File: src/hw/rtl/deadline_timer_queue_defines.svh
// assertion macros shared by the deadline timer queue rtl
`ifndef DEADLINE_TIMER_QUEUE_DEFINES_SVH
`define DEADLINE_TIMER_QUEUE_DEFINES_SVH

// property holds in the same cycle as its antecedent
`define DTQ_ASSERT_NOW(label, ante, cons, msg) \
    label: assert property (@(posedge clk) disable iff (!rst_n) (ante) |-> (cons)) \
        else $error(msg);

// property holds in the cycle after its antecedent
`define DTQ_ASSERT_NEXT(label, ante, cons, msg) \
    label: assert property (@(posedge clk) disable iff (!rst_n) (ante) |=> (cons)) \
        else $error(msg);

`endif

File: src/hw/rtl/dtq_pkg.sv
// constants, codes and shared types of the deadline timer queue
`default_nettype none

package dtq_pkg;

    localparam int SLOTS       = 16;
    localparam int IDX_W       = (SLOTS > 1) ? $clog2(SLOTS) : 1;
    localparam int MAX_RESULTS = 16;
    localparam int PCNT_W      = $clog2(MAX_RESULTS + 1);

    localparam int KIND_W  = 2;
    localparam int SLOT_W  = 4;
    localparam int DELAY_W = 31;
    localparam int TIME_W  = 32;
    localparam int CNT_W   = 16;

    // request codes
    localparam logic [KIND_W-1:0] KIND_ARM    = 2'd0;
    localparam logic [KIND_W-1:0] KIND_CANCEL = 2'd1;
    localparam logic [KIND_W-1:0] KIND_TICK   = 2'd2;
    localparam logic [KIND_W-1:0] KIND_QUERY  = 2'd3;

    // half of the clock range, the wrap-safe boundary
    localparam logic [TIME_W-1:0] HALF_RANGE = 32'h8000_0000;

    typedef logic [IDX_W-1:0] idx_t;

    // sequencer to scan unit
    typedef struct packed {
        logic clear;
        logic step;
        logic query_mode;
        idx_t idx;
    } scan_ctl_t;

    // scan unit to sequencer
    typedef struct packed {
        logic              found;
        logic              overdue;
        logic [TIME_W-1:0] best_late;
        idx_t              best_idx;
    } scan_res_t;

    // sequencer to slot store
    typedef struct packed {
        logic              arm;
        logic              cancel;
        logic              pick;
        idx_t              widx;
        logic [TIME_W-1:0] wdl;
    } store_wr_t;

endpackage

`default_nettype wire

File: src/hw/rtl/deadline_timer_queue.sv
// Deadline timer queue: one-shot timer slots on a 32-bit millisecond clock.
// Input channel (in_valid/in_ready) takes kind, slot and delay_ms. Arm and
// cancel act in the cycle of the transfer and give no result. Tick advances
// the clock and reports due slots, most overdue first, lower slot on ties,
// at most sixteen per tick. Query answers with one result.
// Output channel (out_valid/out_ready) carries one result per transfer; last
// marks the final result of an input item.
// A query takes one scan pass over the slots. A tick takes (k + 1) scan
// passes for k expiries; the next item is taken once the final result
// sits in the output register. Throughput is set by the single subtract and
// compare unit, which visits one slot per cycle.
// in_ready is low while a tick or query is in progress. When the receiver
// stalls the output register holds its result and the sequencer waits before
// loading the next one.
// Reset clears the clock, the armed flags and the expiry counts; deadlines
// hold no reset value and are only read for armed slots.
`default_nettype none
`include "deadline_timer_queue_defines.svh"

module deadline_timer_queue (
    input  wire logic                        clk,
    input  wire logic                        rst_n,
    input  wire logic                        in_valid,
    output logic                             in_ready,
    input  wire logic [dtq_pkg::KIND_W-1:0]  kind,
    input  wire logic [dtq_pkg::SLOT_W-1:0]  slot,
    input  wire logic [dtq_pkg::DELAY_W-1:0] delay_ms,
    output logic                             out_valid,
    input  wire logic                        out_ready,
    output logic                             event_res,
    output logic [dtq_pkg::SLOT_W-1:0]       which_slot,
    output logic [dtq_pkg::CNT_W-1:0]        expire_count,
    output logic                             slot_armed,
    output logic                             any_pending,
    output logic [dtq_pkg::DELAY_W-1:0]      wait_ms,
    output logic                             last
);

    localparam logic [1:0] S_IDLE = 2'd0;
    localparam logic [1:0] S_SCAN = 2'd1;
    localparam logic [1:0] S_EMIT = 2'd2;

    localparam logic [dtq_pkg::PCNT_W-1:0] PICK_MAX = dtq_pkg::PCNT_W'(dtq_pkg::MAX_RESULTS);
    localparam dtq_pkg::idx_t SCAN_END = dtq_pkg::IDX_W'(dtq_pkg::SLOTS - 1);

    logic [1:0]                   state_reg, state_next;
    logic [dtq_pkg::TIME_W-1:0]   now_reg, now_next;
    logic                         op_query_reg, op_query_next;
    logic [dtq_pkg::SLOT_W-1:0]   slot_reg, slot_next;
    logic                         in_range_reg, in_range_next;
    dtq_pkg::idx_t                scan_idx_reg, scan_idx_next;
    logic [dtq_pkg::PCNT_W-1:0]   pick_cnt_reg, pick_cnt_next;
    logic                         have_pend_reg, have_pend_next;
    dtq_pkg::idx_t                pend_idx_reg, pend_idx_next;
    logic [dtq_pkg::CNT_W-1:0]    pend_cnt_reg, pend_cnt_next;
    logic                         pend_any_reg, pend_any_next;

    logic                         out_valid_reg, out_valid_next;
    logic                         out_event_reg, out_event_next;
    logic [dtq_pkg::SLOT_W-1:0]   out_slot_reg, out_slot_next;
    logic [dtq_pkg::CNT_W-1:0]    out_cnt_reg, out_cnt_next;
    logic                         out_armed_reg, out_armed_next;
    logic                         out_any_reg, out_any_next;
    logic [dtq_pkg::DELAY_W-1:0]  out_wait_reg, out_wait_next;
    logic                         out_last_reg, out_last_next;

    dtq_pkg::scan_ctl_t           scan_ctl;
    dtq_pkg::scan_res_t           scan_res;
    dtq_pkg::store_wr_t           store_wr;
    dtq_pkg::idx_t                rd_idx;
    logic [dtq_pkg::TIME_W-1:0]   scan_dl;
    logic                         scan_armed;
    logic [dtq_pkg::CNT_W-1:0]    rd_cnt;
    logic                         rd_armed;
    logic [dtq_pkg::SLOTS-1:0]    armed_vec;

    logic                         in_xfer;
    logic                         in_slot_ok;
    logic                         out_free;
    logic                         picking;
    logic [dtq_pkg::TIME_W-1:0]   ahead;
    logic [dtq_pkg::SLOTS-1:0]    pick_mask;

    logic                         tick_xfer;
    logic                         query_busy;
    logic                         answer_idle;

    dtq_slot_store u_store (
        .clk        (clk),
        .rst_n      (rst_n),
        .wr         (store_wr),
        .scan_idx   (scan_idx_reg),
        .rd_idx     (rd_idx),
        .scan_dl    (scan_dl),
        .scan_armed (scan_armed),
        .rd_cnt     (rd_cnt),
        .rd_armed   (rd_armed),
        .armed_vec  (armed_vec)
    );

    dtq_scan_unit u_scan (
        .clk        (clk),
        .rst_n      (rst_n),
        .ctl        (scan_ctl),
        .now        (now_reg),
        .dl         (scan_dl),
        .slot_armed (scan_armed),
        .res        (scan_res)
    );

    // handshake and shared decode
    always_comb
    begin
        in_ready   = (state_reg == S_IDLE);
        in_xfer    = in_valid && in_ready;
        in_slot_ok = (32'(slot) < dtq_pkg::SLOTS);
        out_free   = !out_valid_reg || out_ready;
        picking    = !op_query_reg && scan_res.found && (pick_cnt_reg < PICK_MAX);
        rd_idx     = op_query_reg ? dtq_pkg::IDX_W'(slot_reg) : scan_res.best_idx;
        ahead      = dtq_pkg::TIME_W'(0) - scan_res.best_late;
        pick_mask  = dtq_pkg::SLOTS'(1) << scan_res.best_idx;
    end

    // sequencer
    always_comb
    begin
        state_next     = state_reg;
        now_next       = now_reg;
        op_query_next  = op_query_reg;
        slot_next      = slot_reg;
        in_range_next  = in_range_reg;
        scan_idx_next  = scan_idx_reg;
        pick_cnt_next  = pick_cnt_reg;
        have_pend_next = have_pend_reg;
        pend_idx_next  = pend_idx_reg;
        pend_cnt_next  = pend_cnt_reg;
        pend_any_next  = pend_any_reg;

        out_valid_next = out_valid_reg && !out_ready;
        out_event_next = out_event_reg;
        out_slot_next  = out_slot_reg;
        out_cnt_next   = out_cnt_reg;
        out_armed_next = out_armed_reg;
        out_any_next   = out_any_reg;
        out_wait_next  = out_wait_reg;
        out_last_next  = out_last_reg;

        scan_ctl.clear      = 1'b0;
        scan_ctl.step       = 1'b0;
        scan_ctl.query_mode = op_query_reg;
        scan_ctl.idx        = scan_idx_reg;

        store_wr.arm    = 1'b0;
        store_wr.cancel = 1'b0;
        store_wr.pick   = 1'b0;
        store_wr.widx   = dtq_pkg::IDX_W'(slot);
        store_wr.wdl    = now_reg + dtq_pkg::TIME_W'(delay_ms);

        unique case (state_reg)
            S_IDLE:
            begin
                if (in_xfer)
                begin
                    slot_next     = slot;
                    in_range_next = in_slot_ok;
                    unique case (kind)
                        dtq_pkg::KIND_ARM:
                        begin
                            store_wr.arm = in_slot_ok;
                        end
                        dtq_pkg::KIND_CANCEL:
                        begin
                            store_wr.cancel = in_slot_ok;
                        end
                        dtq_pkg::KIND_TICK:
                        begin
                            now_next       = now_reg + 1'b1;
                            op_query_next  = 1'b0;
                            pick_cnt_next  = '0;
                            have_pend_next = 1'b0;
                            scan_idx_next  = '0;
                            scan_ctl.clear = 1'b1;
                            state_next     = S_SCAN;
                        end
                        dtq_pkg::KIND_QUERY:
                        begin
                            op_query_next  = 1'b1;
                            have_pend_next = 1'b0;
                            scan_idx_next  = '0;
                            scan_ctl.clear = 1'b1;
                            state_next     = S_SCAN;
                        end
                        default:
                        begin
                            state_next = S_IDLE;
                        end
                    endcase
                end
            end
            S_SCAN:
            begin
                scan_ctl.step = 1'b1;
                scan_idx_next = scan_idx_reg + 1'b1;
                if (scan_idx_reg == SCAN_END)
                begin
                    state_next = S_EMIT;
                end
            end
            S_EMIT:
            begin
                if (out_free)
                begin
                    if (op_query_reg)
                    begin
                        // query answer
                        out_valid_next = 1'b1;
                        out_event_next = 1'b1;
                        out_slot_next  = slot_reg;
                        out_cnt_next   = in_range_reg ? rd_cnt : '0;
                        out_armed_next = in_range_reg && rd_armed;
                        out_any_next   = |armed_vec;
                        out_wait_next  = (scan_res.overdue || !scan_res.found) ? '0
                                         : ahead[dtq_pkg::DELAY_W-1:0];
                        out_last_next  = 1'b1;
                        state_next     = S_IDLE;
                    end
                    else
                    begin
                        // release the held expiry once it is known whether more follow
                        if (have_pend_reg)
                        begin
                            out_valid_next = 1'b1;
                            out_event_next = 1'b0;
                            out_slot_next  = dtq_pkg::SLOT_W'(pend_idx_reg);
                            out_cnt_next   = pend_cnt_reg;
                            out_armed_next = 1'b0;
                            out_any_next   = pend_any_reg;
                            out_wait_next  = '0;
                            out_last_next  = !picking;
                        end
                        if (picking)
                        begin
                            store_wr.pick  = 1'b1;
                            store_wr.widx  = scan_res.best_idx;
                            have_pend_next = 1'b1;
                            pend_idx_next  = scan_res.best_idx;
                            pend_cnt_next  = rd_cnt + 1'b1;
                            pend_any_next  = |(armed_vec & ~pick_mask);
                            pick_cnt_next  = pick_cnt_reg + 1'b1;
                            scan_idx_next  = '0;
                            scan_ctl.clear = 1'b1;
                            state_next     = S_SCAN;
                        end
                        else
                        begin
                            have_pend_next = 1'b0;
                            state_next     = S_IDLE;
                        end
                    end
                end
            end
            default:
            begin
                state_next = S_IDLE;
            end
        endcase
    end

    // control registers
    always_ff @(posedge clk or negedge rst_n)
    begin
        if (!rst_n)
        begin
            state_reg     <= S_IDLE;
            now_reg       <= '0;
            op_query_reg  <= 1'b0;
            scan_idx_reg  <= '0;
            pick_cnt_reg  <= '0;
            have_pend_reg <= 1'b0;
            out_valid_reg <= 1'b0;
        end
        else
        begin
            state_reg     <= state_next;
            now_reg       <= now_next;
            op_query_reg  <= op_query_next;
            scan_idx_reg  <= scan_idx_next;
            pick_cnt_reg  <= pick_cnt_next;
            have_pend_reg <= have_pend_next;
            out_valid_reg <= out_valid_next;
        end
    end

    // payload registers
    always_ff @(posedge clk)
    begin
        slot_reg      <= slot_next;
        in_range_reg  <= in_range_next;
        pend_idx_reg  <= pend_idx_next;
        pend_cnt_reg  <= pend_cnt_next;
        pend_any_reg  <= pend_any_next;
        out_event_reg <= out_event_next;
        out_slot_reg  <= out_slot_next;
        out_cnt_reg   <= out_cnt_next;
        out_armed_reg <= out_armed_next;
        out_any_reg   <= out_any_next;
        out_wait_reg  <= out_wait_next;
        out_last_reg  <= out_last_next;
    end

    // output ports
    assign out_valid    = out_valid_reg;
    assign event_res    = out_event_reg;
    assign which_slot   = out_slot_reg;
    assign expire_count = out_cnt_reg;
    assign slot_armed   = out_armed_reg;
    assign any_pending  = out_any_reg;
    assign wait_ms      = out_wait_reg;
    assign last         = out_last_reg;

    // terms for the checks
    assign tick_xfer   = in_xfer && (kind == dtq_pkg::KIND_TICK);
    assign query_busy  = (state_reg != S_IDLE) && op_query_reg;
    assign answer_idle = out_valid_reg && out_event_reg && !out_any_reg;

    // checks
    `DTQ_ASSERT_NOW(a_pick_bound, 1'b1, pick_cnt_reg <= PICK_MAX, "too many picks")
    `DTQ_ASSERT_NEXT(a_tick_adv, tick_xfer, now_reg == $past(now_reg) + 1'b1, "tick missed")
    `DTQ_ASSERT_NOW(a_query_no_pend, query_busy, !have_pend_reg, "expiry held in query")
    `DTQ_ASSERT_NOW(a_idle_wait, answer_idle, out_wait_reg == '0, "wait with nothing armed")

endmodule

`default_nettype wire

File: src/hw/rtl/dtq_slot_store.sv
// per-slot deadline, armed flag and expiry count storage
`default_nettype none

module dtq_slot_store (
    input  wire logic                      clk,
    input  wire logic                      rst_n,
    input  wire dtq_pkg::store_wr_t        wr,
    input  wire dtq_pkg::idx_t             scan_idx,
    input  wire dtq_pkg::idx_t             rd_idx,
    output logic [dtq_pkg::TIME_W-1:0]     scan_dl,
    output logic                           scan_armed,
    output logic [dtq_pkg::CNT_W-1:0]      rd_cnt,
    output logic                           rd_armed,
    output logic [dtq_pkg::SLOTS-1:0]      armed_vec
);

    logic [dtq_pkg::TIME_W-1:0] deadline_reg [dtq_pkg::SLOTS];
    logic [dtq_pkg::SLOTS-1:0]  armed_reg;
    logic [dtq_pkg::SLOTS-1:0]  armed_next;
    logic [dtq_pkg::CNT_W-1:0]  cnt_reg  [dtq_pkg::SLOTS];
    logic [dtq_pkg::CNT_W-1:0]  cnt_next [dtq_pkg::SLOTS];

    // read ports
    assign scan_dl    = deadline_reg[scan_idx];
    assign scan_armed = armed_reg[scan_idx];
    assign rd_cnt     = cnt_reg[rd_idx];
    assign rd_armed   = armed_reg[rd_idx];
    assign armed_vec  = armed_reg;

    // armed flag and count updates
    always_comb
    begin
        armed_next = armed_reg;
        cnt_next   = cnt_reg;
        if (wr.arm)
        begin
            armed_next[wr.widx] = 1'b1;
            cnt_next[wr.widx]   = '0;
        end
        else if (wr.cancel)
        begin
            armed_next[wr.widx] = 1'b0;
        end
        else if (wr.pick)
        begin
            armed_next[wr.widx] = 1'b0;
            cnt_next[wr.widx]   = cnt_reg[wr.widx] + 1'b1;
        end
    end

    always_ff @(posedge clk or negedge rst_n)
    begin
        if (!rst_n)
        begin
            armed_reg <= '0;
            for (int i = 0; i < dtq_pkg::SLOTS; i++)
            begin
                cnt_reg[i] <= '0;
            end
        end
        else
        begin
            armed_reg <= armed_next;
            cnt_reg   <= cnt_next;
        end
    end

    // deadline written on arm only
    always_ff @(posedge clk)
    begin
        if (wr.arm)
        begin
            deadline_reg[wr.widx] <= wr.wdl;
        end
    end

endmodule

`default_nettype wire

File: src/hw/rtl/dtq_scan_unit.sv
// shared subtract and compare unit, one slot per step, keeps the earliest deadline
`default_nettype none

module dtq_scan_unit (
    input  wire logic                      clk,
    input  wire logic                      rst_n,
    input  wire dtq_pkg::scan_ctl_t        ctl,
    input  wire logic [dtq_pkg::TIME_W-1:0] now,
    input  wire logic [dtq_pkg::TIME_W-1:0] dl,
    input  wire logic                      slot_armed,
    output dtq_pkg::scan_res_t             res
);

    logic                       found_reg, found_next;
    logic                       overdue_reg, overdue_next;
    logic [dtq_pkg::TIME_W-1:0] best_late_reg, best_late_next;
    dtq_pkg::idx_t              best_idx_reg, best_idx_next;
    logic [dtq_pkg::TIME_W-1:0] late;
    logic                       late_due;
    logic                       late_overdue;
    logic                       better;
    logic                       candidate;

    // how late the slot is, wrap-safe
    always_comb
    begin
        late         = now - dl;
        late_due     = !late[dtq_pkg::TIME_W-1];
        late_overdue = late_due || (late == dtq_pkg::HALF_RANGE);
        better       = !found_reg || (late > best_late_reg);
        candidate    = ctl.query_mode ? !late_overdue : late_due;
    end

    // running maximum; ascending scan keeps the lower slot on ties
    always_comb
    begin
        found_next     = found_reg;
        overdue_next   = overdue_reg;
        best_late_next = best_late_reg;
        best_idx_next  = best_idx_reg;
        if (ctl.clear)
        begin
            found_next   = 1'b0;
            overdue_next = 1'b0;
        end
        else if (ctl.step && slot_armed)
        begin
            if (ctl.query_mode && late_overdue)
            begin
                overdue_next = 1'b1;
            end
            if (candidate && better)
            begin
                found_next     = 1'b1;
                best_late_next = late;
                best_idx_next  = ctl.idx;
            end
        end
    end

    always_ff @(posedge clk or negedge rst_n)
    begin
        if (!rst_n)
        begin
            found_reg   <= 1'b0;
            overdue_reg <= 1'b0;
        end
        else
        begin
            found_reg   <= found_next;
            overdue_reg <= overdue_next;
        end
    end

    always_ff @(posedge clk)
    begin
        best_late_reg <= best_late_next;
        best_idx_reg  <= best_idx_next;
    end

    assign res.found     = found_reg;
    assign res.overdue   = overdue_reg;
    assign res.best_late = best_late_reg;
    assign res.best_idx  = best_idx_reg;

endmodule

`default_nettype wire

File: config.mk
export PLATFORM = sky130hd
export DESIGN_NAME = deadline_timer_queue
export DESIGN_NICKNAME = d
export VERILOG_FILES = /design/src/hw/rtl/dtq_pkg.sv /design/src/hw/rtl/deadline_timer_queue.sv /design/src/hw/rtl/dtq_slot_store.sv /design/src/hw/rtl/dtq_scan_unit.sv
export VERILOG_INCLUDE_DIRS = /design/src /design/src/hw/rtl
export SDC_FILE = /design/constraint.sdc
export NUM_CORES = 2
export LEC_CHECK = 0
export ABC_AREA = 1
export BUFFER_PORTS_ARGS = -buffer_cell sky130_fd_sc_hd__buf_2
export CORE_MARGIN = 2
export CORE_UTILIZATION = 40
export CTS_CLUSTER_DIAMETER = 60
export DETAILED_ROUTE_END_ITERATION = 10
export GPL_TIMING_DRIVEN = 0
export PLACE_DENSITY = 0.56
export SETUP_SLACK_MARGIN = 0.1
export SYNTH_ARGS = -nofsm -noshare
export SYNTH_HDL_FRONTEND = slang
export SYNTH_SLANG_ARGS = --single-unit
File: constraint.sdc
create_clock -name clk -period 7.5 [get_ports clk]
set_clock_uncertainty 0.1 [all_clocks]
set_input_delay 0.75 -clock clk [delete_from_list [all_inputs] [get_ports clk]]
set_output_delay 0.75 -clock clk [all_outputs]
set_load 0.02 [all_outputs]
==> flow_results.org <==
** Cells and area
- Compared with the post-synthesis result, the final layout area differs by 14.6%.
- Ratio of cells with drive above 1 in the final layout :: 8.48%
- The layout has about 12,000 filler cells.
- Combined area of the multi-input logic cells :: ~19,000 um2
- The number of antenna diodes in the final layout is 0.
- Cell area after layout :: 55,400 um2
- Net count reported at finish :: 5,822
- Register cell area after layout :: 26,900 um2
- Largest register FFs :: 512

** Pwr
- Pwr/cell area :: 429 nW/um2
- Summed over all nets, the switching power comes to around 0.011 W.
- Power, Total :: around 0.024 W
- Share of total power in sequential cells :: a little under a third
- Of the total power, combinational logic draws a little under half.
- The share of total power dissipated in the clock network is 23.1%.
- Switching fraction of total power :: 46.0%
- Design internal power :: 0.0129 W
- For this design the static power due to leakage is 23.4 nW.
- The worst-case IR drop observed on VDD is 0.000223 V.

** Global routing
- Wire length of the first global-routing pass :: between 200,000 and 300,000 um
- Maximum number of pins on one net before global-route repair :: 114
- For this run, the total global-route usage over all layers was measured as 29.9%.
- The number of global-route vias before repair came to 39,700.
- Grt ovf :: 0
- The number of antenna violations at the first check in global routing came to 3.

** Worst hold path
- Worst hold path type :: input pin to asynchronous set/reset pin

** Floorplanning
- In this run the horizontal extent of the chip is approximately 350 um.
- Die area :: 124,000 um2
- Site Rows :: approximately 130
- Vertical die dimension :: 352 um
- For this configuration, the core starts out at a cell density of 40.3%.
- Floorplan core area :: 120,000 um2
- During I/O placement, the number of pins put on the boundary was 98.

** Worst setup path
- The largest individual stage delay along the critical path comes from the cell sky130_fd_sc_hd__clkbuf_1.
- Top cell by count, worst path :: sky130_fd_sc_hd__nand2_1
- Critical Path End :: u_scan.best_late_reg[2]$_DFFE_PP_
- Logic depth of the worst register-to-register path :: 33
- Startpoint Class :: register
- Critical Path Sink Type :: register
- In this run the critical register-to-register path is launched from scan_idx_reg[0]$_DFFE_PN0P_.
- Maximum net fanout on the critical path :: 36
- Delay contributed by the slowest stage of the critical path :: 550 ps
- Worst reg2reg setup slack :: 540 ps
- Endpoint of the worst-slack reg-to-reg timing path :: u_scan.best_late_reg[2]$_DFFE_PP_
- The critical path is of the register to register type.
- Critical Path Source :: scan_idx_reg[0]$_DFFE_PN0P_
- Data arrival at the endpoint of the critical path :: slightly above 7000 ps
- Required time worst endpoint :: 7780 ps

** STA
- Minimum clock period :: between 6000 and 7000 ps
- Number of max-slew violations in the final report :: 0
- Setup repair after global routing missed its margin :: no
- For the pin with the worst max-slew slack, the measured transition is 1440 ps.
- Portion of the clock cycle consumed by the worst path in the final layout :: between 90% and 100%
- Worst setup margin :: 538 ps
- Max Clk Rate :: between 100 and 150 MHz
- Setup violations, final :: 0
- Slew Limit Headroom :: 3.54%
- Hold timing on the final database bottoms out at a slack of -43.4 ps.
- Final Hold Vio Count :: 16

** Placement
- Prior to clock tree synthesis, the placed netlist has a worst setup slack of -577 ps.
- Detailed placement ended at an HPWL of between 100,000 and 150,000 um.
- Count of buffers from port buffering :: 97
- At the end of routability-driven placement, the weighted congestion stood at 0.966.
- Placed standard-cell area :: 51,600 um2

** Clock network
- H-tree levels :: 3
- Number of buffers inserted for hold repair after clock tree synthesis :: 0
- TritonCTS built the clock tree.
- The clock passes through at most 3 buffers.
- In this run, CTS created clock tree buffers numbering between 100 and 150.
- Source-to-sink clock delay at the later pin of the worst-skew pair :: 740 ps
- Clock-pin slew was measured on the worst setup and hold paths at 70 ps.
- Buffers added to address setup during post-CTS repair amount to 0.
- The cell sitting at the root of the clock tree is a sky130_fd_sc_hd__clkbuf_16.
- Total clock sinks :: around 950

** Synth
- Async set or reset register ratio after synthesis :: 33.8%
- The netlist uses 50 different library cells.
- Synthesis produced 5,439 cells.
- Area of the mapped netlist :: 48,300 um2
- Fraction of the yosys area taken by sequential cells :: 55.6%
- Yosys warnings :: 0
- The synthesized design contains 628 enable-type register cells.
- Syn nets :: 5,582
- After synthesis the netlist holds a flip-flop and latch count of 948.
- Each instance of the synthesized netlist takes up on average 8.89 um2.
- In the synthesized netlist the dominant register cell turns out to be sky130_fd_sc_hd__edfxtp_1.

** Outcome
- Result of the run :: finished with violations
- Violations in the final reports :: hold timing

** Detailed routing
- The detail route stage leaves a number of antenna-violating nets equal to 0.
- Remaining routing DRC violations :: 0
- Routed len/inst :: 25.4 um
- In this run, the number of DRC markers left after iteration 0 of detailed routing was ~5,300.
- Via Count :: 41,900
- After detailed routing, the number of vias per cell comes to 5.67.
- The routed design has roughly 190,000 um of wire.
- First-pass DRT Iterations :: 7

** Flow run
- Count of maximum capacitance violations :: 0
-- repair_timing --
item | in CTS | in global routing
setup endpoints to repair | 36 | 36
gates resized for setup | 8 | 69
pin swaps | 0 | 0
-- layout make-up --
type | count | area share (%)
plain buffers | 266 | 2.15
clock buffers | 140 | 5.49
clock inverters | 70 | 1.17
inverters | 557 | 3.79
multi-input cells | 3668 | 33.4
flip-flops and latches | 948 | 48.5
well taps | 1612 | 3.64
repair buffers | 126 | 1.87
-- kinds of logic after synthesis --
kind of cell	after synthesis	share of synthesized area, %
AO/OA/AOI/OAI	1217	14.3
buffers and inverters	823	6.69
flip-flops	948	55.6
XOR/XNOR	81	1.47
AND/OR/NAND/NOR	2268	19.3
adder cells (fa/ha/maj)	102	2.67
-- power by group through the flow --
stage | sequential [W] | clock (W) | combinational [W]
after floorplan | 0.00729 | 0 | 0.00648
after CTS | 0.00734 | 0.00553 | 0.0107
after global placement | 0.00744 | 0 | 0.0105
after global routing | 0.00745 | 0.00574 | 0.0119
final | 0.00737 | 0.00550 | 0.0109
after detailed placement | 0.00743 | 0 | 0.0106
-- metal layers --
layer	share of wire, %	up-vias	GRT usage [%]	routed length, um
met5	0.0069	-	0	13
met4	5.9	2	16.2	11100
met3	8.9	496	5.31	16600
met2	45	2167	46.7	84000
met1	40	20100	39.6	75700
li1	-	19100	-	-
-- synth_stat cells, drive strengths merged, types with 5 or more instances --
| cell type | count | share of area [%] |
|---|---|---|
| nand2 | 1335 | 10 |
| o21ai | 698 | 7.3 |
| edfxtp | 628 | 39 |
| nor2 | 553 | 4.4 |
| inv | 550 | 4.3 |
| dfrtp | 320 | 17 |
| a21oi | 224 | 2.3 |
| nand3 | 205 | 2.2 |
| clkbuf | 192 | 1.5 |
| o221ai | 104 | 1.9 |
| nand4 | 103 | 1.4 |
| ha | 100 | 2.6 |
| o211ai | 80 | 1.2 |
| buf | 74 | 0.87 |
| o22ai | 72 | 0.93 |
| xor2 | 61 | 1.1 |
| nor3 | 33 | 0.34 |
| nand3b | 20 | 0.31 |
| xnor2 | 20 | 0.36 |
| nor4 | 15 | 0.19 |
| a21o | 7 | 0.11 |
| a31oi | 7 | 0.091 |
| clkinv | 7 | 0.054 |
| o21a | 5 | 0.078 |
-- cell usage in the layout (no fill, tap or decap), types with 14 or more instances in the layout --
| master | synthesis | layout |
|---|---|---|
| sky130_fd_sc_hd__o221ai_1 | 104 | 104 |
| sky130_fd_sc_hd__o211ai_1 | 80 | 80 |
| sky130_fd_sc_hd__xor2_1 | 61 | 48 |
| sky130_fd_sc_hd__nor2_4 | 4 | 21 |
| sky130_fd_sc_hd__buf_12 | 0 | 14 |
| sky130_fd_sc_hd__nand4_1 | 101 | 101 |
| sky130_fd_sc_hd__xnor2_1 | 20 | 14 |
| sky130_fd_sc_hd__nor3_1 | 33 | 33 |
| sky130_fd_sc_hd__nand3_1 | 200 | 200 |
| sky130_fd_sc_hd__clkinv_2 | 0 | 18 |
| sky130_fd_sc_hd__nor4_1 | 15 | 15 |
| sky130_fd_sc_hd__buf_1 | 18 | 17 |
| sky130_fd_sc_hd__clkbuf_1 | 192 | 171 |
| sky130_fd_sc_hd__nand2_1 | 1326 | 1326 |
| sky130_fd_sc_hd__clkinv_1 | 7 | 22 |
| sky130_fd_sc_hd__nor2_1 | 536 | 519 |
| sky130_fd_sc_hd__edfxtp_1 | 628 | 628 |
| sky130_fd_sc_hd__o21ai_1 | 106 | 106 |
| sky130_fd_sc_hd__clkbuf_16 | 0 | 114 |
| sky130_fd_sc_hd__nand3b_1 | 20 | 20 |
| sky130_fd_sc_hd__o21ai_0 | 587 | 587 |
| sky130_fd_sc_hd__buf_2 | 41 | 138 |
| sky130_fd_sc_hd__inv_1 | 536 | 535 |
| sky130_fd_sc_hd__o22ai_1 | 72 | 72 |
| sky130_fd_sc_hd__ha_1 | 100 | 100 |
| sky130_fd_sc_hd__clkbuf_2 | 0 | 38 |
| sky130_fd_sc_hd__a21oi_1 | 224 | 224 |
| sky130_fd_sc_hd__dfrtp_1 | 320 | 320 |
-- metrics by stage --
stage	setup TNS (ps)	utilization, %	cells
final	0	46.2	7387
after detailed placement	-20680	43.0	7175
after global placement	-384620	42.4	7148
after global routing	0	46.2	7387
after floorplan	0	-	5439
after CTS	0	46.1	7385
-- how the worst min path moves through the flow --
stage / start / end / slack, ps / depth (start not counted)
floorplan: u_scan.best_idx_reg[1]$_DFFE_PP_ / pend_idx_reg[1]$_DFFE_PP_ / 320 / 0
finish: rst_n / u_store.cnt_reg[137]$_DFFE_PN0P_ / -40 / 1
global placement: u_scan.best_idx_reg[3]$_DFFE_PP_ / pend_idx_reg[3]$_DFFE_PP_ / 330 / 0
detailed placement: scan_idx_reg[3]$_DFFE_PN0P_ / u_scan.best_idx_reg[3]$_DFFE_PP_ / 340 / 0
global route: rst_n / u_store.cnt_reg[137]$_DFFE_PN0P_ / 50 / 1
CTS: rst_n / u_store.cnt_reg[137]$_DFFE_PN0P_ / 10 / 1
-- worst max-delay path: cells and delay by family (launching register included) --
kind	cells	cell delay, ps
fa+ha+maj	3	900
flops	1	420
simple gates	19	2370
compound gates	4	700
buf+inv	7	2080
(Power assumes the default switching activity.)
